## src/a2c_pkg.sv

```systemverilog
// a2c_pkg: shared types and constants of the cubic atan2 pipeline
// depends on nothing; used by every module of the block
`default_nettype none

package a2c_pkg;

   localparam int R_FRAC = 16;
   localparam int Q_WIDTH = R_FRAC + 1;

   localparam logic [13:0] COEF_C3 = 14'd12865;
   localparam logic [15:0] COEF_C1 = 16'd64337;

   localparam logic [63:0] PI_Q60 = 64'h3243F6A8885A308D;

   localparam int QUEUE_DEPTH = 32;
   localparam int QUEUE_PTR_W = 5;

   typedef struct packed {
      logic y_neg;
      logic x_neg;
      logic r_neg;
   } flags_type;

   // round(pi * mult / 2^quarters_shift) at frac_bits fractional bits
   function automatic logic [63:0] pi_fixed(input logic [1:0] mult,
                                            input int unsigned quarters_shift,
                                            input int unsigned frac_bits);
      logic [65:0] prod;
      int unsigned sh;
      prod = {2'b00, PI_Q60} * {64'd0, mult};
      sh = 60 + quarters_shift - frac_bits;
      pi_fixed = 64'((prod + (66'd1 << (sh - 1))) >> sh);
   endfunction

endpackage

`default_nettype wire

```

## src/a2c_front.sv

```systemverilog
// a2c_front: two register stages forming the ratio numerator magnitude, denominator
// and the rounded long-division dividend; depends on a2c_pkg
`default_nettype none

module a2c_front #(
   parameter int IN_WIDTH = 16
) (
   input  wire logic                              clock,
   input  wire logic                              reset,
   input  wire logic                              in_valid,
   input  wire logic signed [IN_WIDTH-1:0]        in_y,
   input  wire logic signed [IN_WIDTH-1:0]        in_x,
   output logic                                   out_valid,
   output logic [IN_WIDTH+a2c_pkg::R_FRAC-1:0]    out_dividend,
   output logic [IN_WIDTH:0]                      out_divisor,
   output a2c_pkg::flags_type                     out_flags
);

   localparam int EW = IN_WIDTH + 2;
   localparam int DW = IN_WIDTH + a2c_pkg::R_FRAC;

   logic signed [EW-1:0]  ys, xs, ay, num, den;
   logic [IN_WIDTH-1:0]   mag_in;
   a2c_pkg::flags_type    flags_in;

   logic                  valid1_ff;
   logic [IN_WIDTH-1:0]   mag_ff;
   logic [IN_WIDTH:0]     den_ff;
   a2c_pkg::flags_type    flags1_ff;

   logic                  valid2_ff;
   logic [DW-1:0]         dividend_ff;
   logic [IN_WIDTH:0]     divisor_ff;
   a2c_pkg::flags_type    flags2_ff;

   always_comb begin
      ys = EW'(in_y);
      xs = EW'(in_x);
      ay = (ys < 0 ? -ys : ys) + EW'(1);
      if (xs < 0) begin
         num = xs + ay;
         den = ay - xs;
      end else begin
         num = xs - ay;
         den = xs + ay;
      end
      mag_in = IN_WIDTH'(num < 0 ? -num : num);
      flags_in.y_neg = ys < 0;
      flags_in.x_neg = xs < 0;
      flags_in.r_neg = num < 0;
   end

   always_ff @(posedge clock) begin
      if (reset) begin
         valid1_ff <= 1'b0;
         valid2_ff <= 1'b0;
      end else begin
         valid1_ff <= in_valid;
         valid2_ff <= valid1_ff;
      end
   end

   always_ff @(posedge clock) begin
      mag_ff      <= mag_in;
      den_ff      <= den[IN_WIDTH:0];
      flags1_ff   <= flags_in;
      dividend_ff <= {mag_ff, {a2c_pkg::R_FRAC{1'b0}}} + DW'(den_ff >> 1);
      divisor_ff  <= den_ff;
      flags2_ff   <= flags1_ff;
   end

   assign out_valid    = valid2_ff;
   assign out_dividend = dividend_ff;
   assign out_divisor  = divisor_ff;
   assign out_flags    = flags2_ff;

endmodule

`default_nettype wire

```

## src/a2c_div.sv

```systemverilog
// a2c_div: restoring divider, one quotient bit per register stage
// depends on a2c_pkg
`default_nettype none

module a2c_div #(
   parameter int IN_WIDTH = 16
) (
   input  wire logic                                  clock,
   input  wire logic                                  reset,
   input  wire logic                                  in_valid,
   input  wire logic [IN_WIDTH+a2c_pkg::R_FRAC-1:0]   in_dividend,
   input  wire logic [IN_WIDTH:0]                     in_divisor,
   input  wire a2c_pkg::flags_type                    in_flags,
   output logic                                       out_valid,
   output logic [a2c_pkg::Q_WIDTH-1:0]                out_quot,
   output a2c_pkg::flags_type                         out_flags
);

   localparam int QW = a2c_pkg::Q_WIDTH;
   localparam int DW = IN_WIDTH + a2c_pkg::R_FRAC;
   localparam int RW = IN_WIDTH + 1;

   logic               valid_ff [QW];
   logic [RW-1:0]      rem_ff   [QW];
   logic [QW-1:0]      lo_ff    [QW];
   logic [QW-1:0]      quo_ff   [QW];
   logic [RW-1:0]      den_ff   [QW];
   a2c_pkg::flags_type flags_ff [QW];

   for (genvar k = 0; k < QW; k++) begin : g_step
      logic               v_cur;
      logic [RW-1:0]      rem_cur;
      logic [QW-1:0]      lo_cur;
      logic [QW-1:0]      quo_cur;
      logic [RW-1:0]      den_cur;
      a2c_pkg::flags_type fl_cur;
      logic [RW:0]        trial;
      logic               ge;
      logic [RW-1:0]      rem_in;

      if (k == 0) begin : g_first
         assign v_cur   = in_valid;
         assign rem_cur = {2'b00, in_dividend[DW-1:QW]};
         assign lo_cur  = in_dividend[QW-1:0];
         assign quo_cur = '0;
         assign den_cur = in_divisor;
         assign fl_cur  = in_flags;
      end else begin : g_next
         assign v_cur   = valid_ff[k-1];
         assign rem_cur = rem_ff[k-1];
         assign lo_cur  = lo_ff[k-1];
         assign quo_cur = quo_ff[k-1];
         assign den_cur = den_ff[k-1];
         assign fl_cur  = flags_ff[k-1];
      end

      assign trial  = {rem_cur, lo_cur[QW-1]};
      assign ge     = trial >= {1'b0, den_cur};
      assign rem_in = ge ? RW'(trial - {1'b0, den_cur}) : RW'(trial);

      always_ff @(posedge clock) begin
         if (reset) begin
            valid_ff[k] <= 1'b0;
         end else begin
            valid_ff[k] <= v_cur;
         end
      end

      always_ff @(posedge clock) begin
         rem_ff[k]   <= rem_in;
         lo_ff[k]    <= {lo_cur[QW-2:0], 1'b0};
         quo_ff[k]   <= {quo_cur[QW-2:0], ge};
         den_ff[k]   <= den_cur;
         flags_ff[k] <= fl_cur;
      end
   end

   assign out_valid = valid_ff[QW-1];
   assign out_quot  = quo_ff[QW-1];
   assign out_flags = flags_ff[QW-1];

endmodule

`default_nettype wire

```

## src/a2c_poly.sv

```systemverilog
// a2c_poly: cubic polynomial, quadrant base, sign and clamp over seven register stages
// depends on a2c_pkg
`default_nettype none

module a2c_poly #(
   parameter int ANGLE_FRAC_BITS = 13
) (
   input  wire logic                          clock,
   input  wire logic                          reset,
   input  wire logic                          in_valid,
   input  wire logic [a2c_pkg::Q_WIDTH-1:0]   in_quot,
   input  wire a2c_pkg::flags_type            in_flags,
   output logic                               out_valid,
   output logic [ANGLE_FRAC_BITS+2:0]         out_angle
);

   localparam int QW = a2c_pkg::Q_WIDTH;
   localparam int AW = ANGLE_FRAC_BITS + 4;
   localparam int SH = 2 * a2c_pkg::R_FRAC - ANGLE_FRAC_BITS;
   localparam logic signed [AW-1:0] PI_Q =
      AW'(a2c_pkg::pi_fixed(2'd1, 0, ANGLE_FRAC_BITS));
   localparam logic signed [AW-1:0] BASE_POS =
      AW'(a2c_pkg::pi_fixed(2'd1, 2, ANGLE_FRAC_BITS));
   localparam logic signed [AW-1:0] BASE_NEG =
      AW'(a2c_pkg::pi_fixed(2'd3, 2, ANGLE_FRAC_BITS));

   logic [6:0]         valid_ff;
   a2c_pkg::flags_type flags_ff [6];
   logic [QW-1:0]      quot_ff  [4];

   logic [33:0]        sq_full;
   logic [32:0]        sq_ff;
   logic [32:0]        sq_rnd;
   logic [16:0]        r2_ff;
   logic [30:0]        cp_ff;
   logic [30:0]        cp_rnd;
   logic [15:0]        tm_ff;
   logic [32:0]        p_ff;
   logic [32:0]        p_rnd;
   logic [AW-1:0]      mag;
   logic signed [AW-1:0] ang_in, ang_ff;
   logic signed [AW-1:0] fin, fin_in;
   logic [ANGLE_FRAC_BITS+2:0] out_ff;

   assign sq_full = {17'd0, in_quot} * {17'd0, in_quot};
   assign sq_rnd  = sq_ff + 33'(1 << (a2c_pkg::R_FRAC - 1));
   assign cp_rnd  = cp_ff + 31'(1 << (a2c_pkg::R_FRAC - 1));
   assign p_rnd   = p_ff + 33'(33'd1 << (SH - 1));
   assign mag     = AW'(p_rnd >> SH);

   always_comb begin
      ang_in = (flags_ff[4].x_neg ? BASE_NEG : BASE_POS)
             + (flags_ff[4].r_neg ? signed'(mag) : -signed'(mag));
      fin = flags_ff[5].y_neg ? -ang_ff : ang_ff;
      priority if (fin > PI_Q) begin
         fin_in = PI_Q;
      end else if (fin < -PI_Q) begin
         fin_in = -PI_Q;
      end else begin
         fin_in = fin;
      end
   end

   always_ff @(posedge clock) begin
      if (reset) begin
         valid_ff <= '0;
      end else begin
         valid_ff <= {valid_ff[5:0], in_valid};
      end
   end

   always_ff @(posedge clock) begin
      flags_ff[0] <= in_flags;
      quot_ff[0]  <= in_quot;
      for (int i = 1; i < 6; i++) begin
         flags_ff[i] <= flags_ff[i-1];
      end
      for (int i = 1; i < 4; i++) begin
         quot_ff[i] <= quot_ff[i-1];
      end
      sq_ff  <= sq_full[32:0];
      r2_ff  <= sq_rnd[32:16];
      cp_ff  <= 31'(a2c_pkg::COEF_C3) * 31'(r2_ff);
      tm_ff  <= a2c_pkg::COEF_C1 - {1'b0, cp_rnd[30:16]};
      p_ff   <= 33'(tm_ff) * 33'(quot_ff[3]);
      ang_ff <= ang_in;
      out_ff <= fin_in[ANGLE_FRAC_BITS+2:0];
   end

   assign out_valid = valid_ff[6];
   assign out_angle = out_ff;

endmodule

`default_nettype wire

```

## src/a2c_fifo.sv

```systemverilog
// a2c_fifo: result queue between the free-running pipeline and the response channel
// depends on a2c_pkg
`default_nettype none

module a2c_fifo #(
   parameter int DATA_WIDTH = 16
) (
   input  wire logic                  clock,
   input  wire logic                  reset,
   input  wire logic                  wr_valid,
   input  wire logic [DATA_WIDTH-1:0] wr_data,
   output logic                       rd_valid,
   input  wire logic                  rd_ready,
   output logic [DATA_WIDTH-1:0]      rd_data
);

   localparam int PW = a2c_pkg::QUEUE_PTR_W;

   logic [DATA_WIDTH-1:0] mem [a2c_pkg::QUEUE_DEPTH];
   logic [PW-1:0] wr_ptr_ff, wr_ptr_in;
   logic [PW-1:0] rd_ptr_ff, rd_ptr_in;
   logic [PW:0]   count_ff, count_in;
   logic          out_valid_ff, out_valid_in;
   logic [DATA_WIDTH-1:0] out_data_ff;
   logic          load;

   // refill the output register when it is empty or being taken
   assign load         = (count_ff != '0) & (~out_valid_ff | rd_ready);
   assign wr_ptr_in    = wr_ptr_ff + PW'(wr_valid);
   assign rd_ptr_in    = rd_ptr_ff + PW'(load);
   assign count_in     = count_ff + (PW+1)'(wr_valid) - (PW+1)'(load);
   assign out_valid_in = load | (out_valid_ff & ~rd_ready);

   always_ff @(posedge clock) begin
      if (reset) begin
         wr_ptr_ff    <= '0;
         rd_ptr_ff    <= '0;
         count_ff     <= '0;
         out_valid_ff <= 1'b0;
      end else begin
         wr_ptr_ff    <= wr_ptr_in;
         rd_ptr_ff    <= rd_ptr_in;
         count_ff     <= count_in;
         out_valid_ff <= out_valid_in;
      end
   end

   always_ff @(posedge clock) begin
      if (wr_valid) begin
         mem[wr_ptr_ff] <= wr_data;
      end
      if (load) begin
         out_data_ff <= mem[rd_ptr_ff];
      end
   end

   assign rd_valid = out_valid_ff;
   assign rd_data  = out_data_ff;

endmodule

`default_nettype wire

```

## src/atan2_cubic_approx.sv

```systemverilog
// atan2_cubic_approx: four-quadrant arctangent by a cubic polynomial in the ratio
// depends on a2c_pkg, a2c_front, a2c_div, a2c_poly, a2c_fifo
//
// usage: each request on the req_ channel carries one signed (y, x) pair; each response
// on the rsp_ channel carries the angle as signed fixed point with ANGLE_FRAC_BITS
// fractional bits, clamped to plus or minus pi, one response per request, in order.
// the datapath is a free-running pipeline: two setup stages, one divider stage per
// quotient bit (17), seven polynomial and clamp stages, then a 32-entry result queue
// with a registered read port.
// a response passes through the register stages above into the queue, then through the
// queue's output register, before it can be taken; one request can be accepted every
// cycle while fewer than 32 requests are outstanding.
// req_tready depends only on a count of requests in flight or queued: while the
// receiver stalls, requests keep being accepted until 32 are outstanding, after which
// req_tready drops until a response is taken. nothing is lost or repeated.
// reset (synchronous, active high) empties the pipeline and the queue; no clearing
// pass is needed, req_tready is high in the first cycle after reset.
`default_nettype none

module atan2_cubic_approx #(
   parameter int IN_WIDTH = 16,
   parameter int ANGLE_FRAC_BITS = 13
) (
   input  wire logic                                  clock,
   input  wire logic                                  reset,
   input  wire logic                                  req_tvalid,
   output logic                                       req_tready,
   // y_in, x_in
   input  wire logic [((2*IN_WIDTH+7)/8)*8-1:0]       req_tdata,
   output logic                                       rsp_tvalid,
   input  wire logic                                  rsp_tready,
   // angle_out
   output logic [((ANGLE_FRAC_BITS+3+7)/8)*8-1:0]     rsp_tdata
);

   localparam int DW = IN_WIDTH + a2c_pkg::R_FRAC;
   localparam int PW = a2c_pkg::QUEUE_PTR_W;
   localparam int OW = ANGLE_FRAC_BITS + 3;
   localparam int OTD = ((ANGLE_FRAC_BITS + 3 + 7) / 8) * 8;

   logic                           req_acc, rsp_acc;
   logic [PW:0]                    occ_ff, occ_in;

   logic signed [IN_WIDTH-1:0]     y_in, x_in;

   logic                           fr_valid;
   logic [DW-1:0]                  fr_dividend;
   logic [IN_WIDTH:0]              fr_divisor;
   a2c_pkg::flags_type             fr_flags;

   logic                           dv_valid;
   logic [a2c_pkg::Q_WIDTH-1:0]    dv_quot;
   a2c_pkg::flags_type             dv_flags;

   logic                           pl_valid;
   logic [OW-1:0]                  pl_angle;
   logic [OW-1:0]                  angle_out;

   assign y_in = req_tdata[IN_WIDTH-1:0];
   assign x_in = req_tdata[2*IN_WIDTH-1:IN_WIDTH];

   assign req_acc    = req_tvalid & req_tready;
   assign rsp_acc    = rsp_tvalid & rsp_tready;
   assign req_tready = occ_ff < (PW+1)'(a2c_pkg::QUEUE_DEPTH);
   assign occ_in     = occ_ff + (PW+1)'(req_acc) - (PW+1)'(rsp_acc);

   always_ff @(posedge clock) begin
      if (reset) begin
         occ_ff <= '0;
      end else begin
         occ_ff <= occ_in;
      end
   end

   a2c_front #(
      .IN_WIDTH(IN_WIDTH)
   ) u_front (
      .clock       (clock),
      .reset       (reset),
      .in_valid    (req_acc),
      .in_y        (y_in),
      .in_x        (x_in),
      .out_valid   (fr_valid),
      .out_dividend(fr_dividend),
      .out_divisor (fr_divisor),
      .out_flags   (fr_flags)
   );

   a2c_div #(
      .IN_WIDTH(IN_WIDTH)
   ) u_div (
      .clock      (clock),
      .reset      (reset),
      .in_valid   (fr_valid),
      .in_dividend(fr_dividend),
      .in_divisor (fr_divisor),
      .in_flags   (fr_flags),
      .out_valid  (dv_valid),
      .out_quot   (dv_quot),
      .out_flags  (dv_flags)
   );

   a2c_poly #(
      .ANGLE_FRAC_BITS(ANGLE_FRAC_BITS)
   ) u_poly (
      .clock    (clock),
      .reset    (reset),
      .in_valid (dv_valid),
      .in_quot  (dv_quot),
      .in_flags (dv_flags),
      .out_valid(pl_valid),
      .out_angle(pl_angle)
   );

   a2c_fifo #(
      .DATA_WIDTH(OW)
   ) u_fifo (
      .clock   (clock),
      .reset   (reset),
      .wr_valid(pl_valid),
      .wr_data (pl_angle),
      .rd_valid(rsp_tvalid),
      .rd_ready(rsp_tready),
      .rd_data (angle_out)
   );

   assign rsp_tdata = OTD'(angle_out);

endmodule

`default_nettype wire

```

## config.mk

```make
export PLATFORM = sky130hd
export DESIGN_NAME = atan2_cubic_approx
export DESIGN_NICKNAME = d
export VERILOG_FILES = /design/src/a2c_pkg.sv /design/src/a2c_front.sv /design/src/a2c_div.sv /design/src/a2c_poly.sv /design/src/a2c_fifo.sv /design/src/atan2_cubic_approx.sv
export SDC_FILE = /design/constraint.sdc
export NUM_CORES = 2
export LEC_CHECK = 0
export BUFFER_PORTS_ARGS = -buffer_cell sky130_fd_sc_hd__buf_4
export CORE_UTILIZATION = 34
export CTS_BUF_LIST = sky130_fd_sc_hd__clkbuf_4 sky130_fd_sc_hd__clkbuf_8 sky130_fd_sc_hd__clkbuf_16
export CTS_CLUSTER_SIZE = 12
export DETAILED_ROUTE_END_ITERATION = 10
export GPL_ROUTABILITY_DRIVEN = 1
export PLACE_DENSITY = 0.45
export SYNTH_ARGS = -nofsm -noshare
export SYNTH_HDL_FRONTEND = slang
export SYNTH_SLANG_ARGS = --single-unit
```

## constraint.sdc

```tcl
create_clock -name clock -period 8.8 [get_ports clock]
set_input_delay 0.88 -clock clock [delete_from_list [all_inputs] [get_ports clock]]
set_output_delay 0.88 -clock clock [all_outputs]
set_load 0.01 [all_outputs]
```

# Word-level counts from Yosys, hierarchy flattened
# Memory sizes are Yosys's and may differ from the RTL's. A register that Yosys moved wholly into a read port is not among the register bits.
# Index checks and enable logic that the tools add are counted.
[word_totals]
reg_bits = 283
ramBits = 1805
in_bits = 36
output_inout_bits = 18
n_memories = 9
[memory_table]
columns = ["name", "depth", "width", "rd", "rd_ports_with_merged_regs", "wr", "line_no", "source"]
rows = [
  ["u_fifo.mem", 32, 16, 1, 1, 1, "a2c_fifo.sv:19", "logic [DATA_WIDTH-1:0] mem [a2c_pkg::QUEUE_DEPTH];"],
  ["u_div.den_ff", 17, 17, 16, 0, 17, "a2c_div.sv:27", "logic [RW-1:0] den_ff [QW];"],
  ["u_div.quo_ff", 17, 17, 17, 0, 17, "a2c_div.sv:26", "logic [QW-1:0] quo_ff [QW];"],
  ["u_div.rem_ff", 17, 17, 16, 0, 17, "a2c_div.sv:24", "logic [RW-1:0] rem_ff [QW];"],
  ["u_div.lo_ff", 17, 16, 16, 0, 17, "a2c_div.sv:25", "logic [QW-1:0] lo_ff [QW];"],
  ["u_poly.quot_ff", 4, 17, 4, 0, 4, "a2c_poly.sv:29", "logic [QW-1:0] quot_ff [4];"],
  ["+3 memories", "-", "-", "-", "-", "-", "-", ""],
]
[op_classes]
addsub = 37
mul = 3
n_lt_le_gt_ge = 23
muxes = 47
n_bitwise = 25
n_reduce_logical = 2
[op_table]
columns = ["operator", "count"]
rows = [
  ["$mux W17", 20],
  ["$ge A18 B17 Y1", 16],
  ["$sub A17 B17 Y17", 16],
  ["$mux W18", 2],
  ["$add A33 B16 Y33 const B", 1],
  ["$add A33 B19 Y33 const B", 1],
  ["$mul A16 B17 Y33", 1],
  ["$mul A17 B17 Y33", 1],
  ["$add A32 B16 Y32", 1],
  ["$lt A16 B1 Y1 const B", 2],
  ["$mux W16", 2],
  ["$add A31 B16 Y31 const B", 1],
  ["$mul A14 B17 Y31 const A", 1],
  ["$mux W1", 22],
  ["$or A1 B1 Y1", 19],
  ["$add A16 B18 Y18", 1],
  ["$add A18 B2 Y18 const B", 1],
  ["$lt A18 B1 Y1 const B", 1],
  ["$neg A16 Y18", 1],
  ["$sub A16 B18 Y18", 1],
  ["$add A17 B17 Y17", 1],
  ["$ge A16 B17 Y1", 1],
  ["$gt A17 B16 Y1 const B", 1],
  ["$lt A17 B16 Y1 const B", 1],
  ["other kinds (15)", 22],
]

# Logic depth before layout (Yosys ltp)
[depth]
word_depth = 7
depth_mapped = 26

# Modules after synthesis
# Synthesis repeated with hierarchy kept, for this count alone.
[hier_totals]
cells_unflattened = 7879
hier_area_um2 = 87816.7
[modules_own_cells]
columns = ["mod", "instances", "cells_per_inst", "area_per_inst_um2", "seq_area_each_um2"]
rows = [
  ["a2c_div", 1, 3370, 35026.1, 18037.3],
  ["a2c_poly", 1, 2769, 26076.3, 4124.0],
  ["a2c_fifo", 1, 1065, 21022.7, 16195.5],
  ["a2c_front", 1, 633, 5305.1, 1441.4],
  ["atan2_cubic_approx", 1, 42, 386.6, 120.1],
]

# Worst setup path after synthesis
# Ideal clock, no wire load.
[synth_timing]
kind = "register to register"
from = "memory u_div.quo_ff[2][5] (netlist name)"
to = "register u_poly.sq_ff[32]"
arrival_ns = 6.293
t_required_ns = 8.728
setup_slack_ns = 2.434
stages_incl_launch_ff = 25
n_path_buf = 1
cell_sequence = "dfxtp_1 -> clkbuf_1 -> nand2_1 -> fa_1 -> inv_1 -> fa_1 -> inv_1 -> fa_1 -> inv_1 -> fa_1 -> fa_1 -> inv_1 -> fa_1 -> inv_1 -> ha_1 -> a211o_1 -> nor2_1 -> o21ai_0 -> a311oi_1 -> o31ai_1 -> o41ai_1 -> nand2b_1 -> a21oi_1 -> nor2_1 -> xnor2_1"
[synth_rtl]
columns = ["item", "line_no", "source"]
rows = [
  ["from (decl)", "a2c_div.sv:26", ""],
  ["to (signal assigned)", "a2c_poly.sv:81", "sq_ff <= sq_full[32:0];"],
  ["to (decl)", "a2c_poly.sv:32", "logic [32:0] sq_ff;"],
]

==> flow_summary.json <==
{
  "overflow": 0,
  "yosys_warnings": 0,
  "row_count": 181,
  "die_y_um": 497,
  "grtUsageTotal": 0.155,
  "multi_input_area_sq_um": 41300,
  "core_sq_um": 243000,
  "synth-edff-count": 528,
  "timing.final.hold_violations": 0,
  "postCtsSetupBuffers": 0,
  "met2_length_um": 88600,
  "io-pin-count": 54,
  "die_area_sq_um": 247000,
  "drv_cap": 0,
  "die_w_um": 497,
  "cts-buffers-inserted": 178,
  "yosysUniqueCellTypes": 91,
  "clock_path_buffers": 3,
  "routed-wl-met3_um": 5880,
  "vias": 50488,
  "cp_data_required_time_ps": 9520,
  "max_slew.worst_pin.slew_ps": 1210,
  "antenna_found_initial": 7,
  "vias_per_cell": 4.71,
  "wl_met1_um": 88200,
  "cts.repair.resized": 0,
  "drive_gt1_frac": 0.112,
  "clkSinkCount": 1594,
  "ys.flop_type": "dfxtp_1",
  "synth_seq_cells": 1594,
  "startpoint_type": "flop",
  "finalCritPeriodShare": 0.840,
  "yosys-top-cells-area": "dfxtp_1 (26%), edfxtp_1 (19%), fa_1 (11%), ha_1 (10%), inv_1 (4.8%)",
  "max_freq_mhz": 135,
  "period_minus_slack_ps": 7400,
  "fin_skew_ps": 63.1,
  "crit_type": "flop to flop",
  "portBuffers": 53,
  "status": "completed",
  "maxSlewViolCount": 0,
  "synth_top_area_frac": 0.257,
  "worst_setup_path_end_kind": "flop",
  "area_delta_synth_final_pct": 12.3,
  "gp_congestion": 0.807,
  "routed_wl_um": 187000,
  "postSynthAreaPerCell_sq_um": 11.4,
  "hold_path.class": "flop to flop",
  "yosysSeqAreaShare": 0.447,
  "rsz0062_at_grt": "no",
  "antenna_left": 0,
  "hold_buffers": 0,
  "grt_pass1_wl_um": 301000,
  "worst_ep_arrival_time_ps": 8110,
  "grt_pass1_vias": 53657,
  "htreeDepth": 4,
  "drc": 0,
  "cts_root_buffer": "clkbuf_16",
  "setup-violations-final": 0,
  "synth-async-reset-ratio": 0,
  "insertion_delay_ps": 850,
  "nNetsFinal": 8552,
  "cts_tree": "built",
  "synth_area_leader_cell": "dfxtp_1",
  "ff_latch_area_sq_um": 37200,
  "grt_max_degree": 56,
  "crit_fanout": 18,
  "initial_core_util": 0.342,
  "topRoutingLayerUsed": "met5",
  "cts.clk_slew.worst_paths_ps": 60,
  "first_iter_violations": 2392,
  "setup_tns_ps": 0,
  "max-slew-margin-rel": 0.193,
  "place_hpwl_um": 135000,
  "routedWlPerCell_um": 17.4,
  "synthCells": 7290,
  "n_fill_cell": 23476,
  "syn_area_sq_um": 83100,
  "dr.pass1.iters": 5
}
flip-flops by register name, indices dropped and copies added (netlist names), 17 cells and up:
signal	flops
u_div.flags_ff	51
u_div.den_ff	272
u_poly.r2_ff	17
u_div.quo_ff	153
u_poly.quot_ff	67
u_fifo.mem	512
u_poly.ang_ff	17
u_div.rem_ff	272
u_front.out_dividend	32
u_div.valid_ff	17
u_poly.sq_ff	19
path summary, 6_finish.rpt:
check | from | to | slack, ps | cells after the start
worst max register to register | u_div.quo_ff[2][4] | u_poly.sq_ff[32] | 1400 | 25
worst max-delay path | u_div.quo_ff[2][4] | u_poly.sq_ff[32] | 1400 | 25
worst min-delay path | u_poly.quot_ff[1][3] | u_poly.quot_ff[2][3] | 290 | 0
worst min register to register | u_poly.quot_ff[1][3] | u_poly.quot_ff[2][3] | 290 | 0
metal layers:
layer	vias to the layer above	GRT usage
li1	24757	-
met1	24824	0.206
met2	648	0.262
met3	257	0.0230
met4	2	0.0404
met5	-	0
synthesized netlist by cell type (all sizes together), types with 42 or more instances:
cell type and number:
nor2 344, o21ai 213, xor2 150, nand3 85
and2 193, xnor2 291, fa 446, dfxtp 1066
mux4 160, ha 692, o21a 42, clkbuf 149
nand2 456, nand4 57, a21o 121, edfxtp 528
buf 45, a21oi 249, nand2b 56, nor2b 107
nor3 91, mux2 200, inv 1067
worst max-delay path, stage by stage (launching register included):
cell,delay [ps]
dfxtp_1,870
and2_1,280
inv_1,70
fa_1,470
inv_1,50
fa_1,470
inv_1,50
fa_1,500
inv_1,50
ha_1,310
fa_1,530
inv_1,50
fa_1,530
inv_1,40
ha_1,300
a21o_1,160
a21oi_1,190
nor2b_1,200
o21ai_0,180
a311oi_1,720
o31ai_1,290
o41ai_1,460
nand2b_1,200
a21oi_1,90
nor2_1,120
xnor2_1,120
layout by cell type (no fill, tap or decap), types with 36 or more instances in the layout:
master | netlist | final
fa_1 | 446 | 446
dfxtp_1 | 1066 | 1062
ha_1 | 692 | 692
inv_1 | 1066 | 1066
a21o_1 | 121 | 121
xnor2_1 | 291 | 291
mux4_2 | 160 | 160
o21a_1 | 42 | 42
nor3_1 | 90 | 90
a21oi_1 | 249 | 248
nand2_1 | 456 | 456
nand2b_1 | 56 | 56
edfxtp_1 | 528 | 528
a31oi_1 | 36 | 36
mux2_2 | 195 | 195
and2_1 | 192 | 192
xor2_1 | 150 | 150
nand4_1 | 56 | 56
nor2b_1 | 107 | 106
clkbuf_16 | 0 | 178
clkbuf_4 | 0 | 46
o21ai_0 | 204 | 203
buf_4 | 2 | 101
nand3_1 | 85 | 85
mux2i_1 | 37 | 37
nor2_1 | 344 | 320
stage by stage:
stage | cell area (sq um) | hold slack, ps | cells | setup slack [ps] | utilization
finish | 93400 | 290 | 10722 | 1400 | 0.384
global route | 93400 | 287 | 10720 | 876 | 0.384
CTS | 93400 | 250 | 10719 | 1310 | 0.384
detailed placement | 87300 | 312 | 10400 | 1360 | 0.359
global placement | 87300 | 310 | 10400 | 1360 | 0.359
floorplan | 83100 | 310 | 7291 | 2430 | -
area by class of cell:
class | instances | area share
clock inverters | 72 | 0.0102
diodes | 3 | 0.0000804
inverters | 1067 | 0.0429
repair buffers | 101 | 0.00812
clock buffers | 247 | 0.0548
flip-flops and latches | 1594 | 0.398
well taps | 3202 | 0.0429
multi-input cells | 4436 | 0.442
kinds of logic (layout without fill, tap and decap cells):
| group | count (synthesis) | after routing | share of synthesized area |
|---|---|---|---|
| DFF | 1594 | 1594 | 0.447 |
| and+or+nand+nor | 1514 | 1514 | 0.0882 |
| buffers and inverters | 1261 | 1487 | 0.0573 |
| adders and majority gates | 1140 | 1140 | 0.212 |
| AOI/OAI and AO/OA | 941 | 941 | 0.0737 |
| xor gates and xnor gates | 441 | 441 | 0.0465 |
| muxes | 397 | 397 | 0.0751 |
| other | 2 | 6 | 0.0000903 |
Power is not shown: default switching activity piles up to over one toggle a cycle in this logic, so the estimate is an artifact.
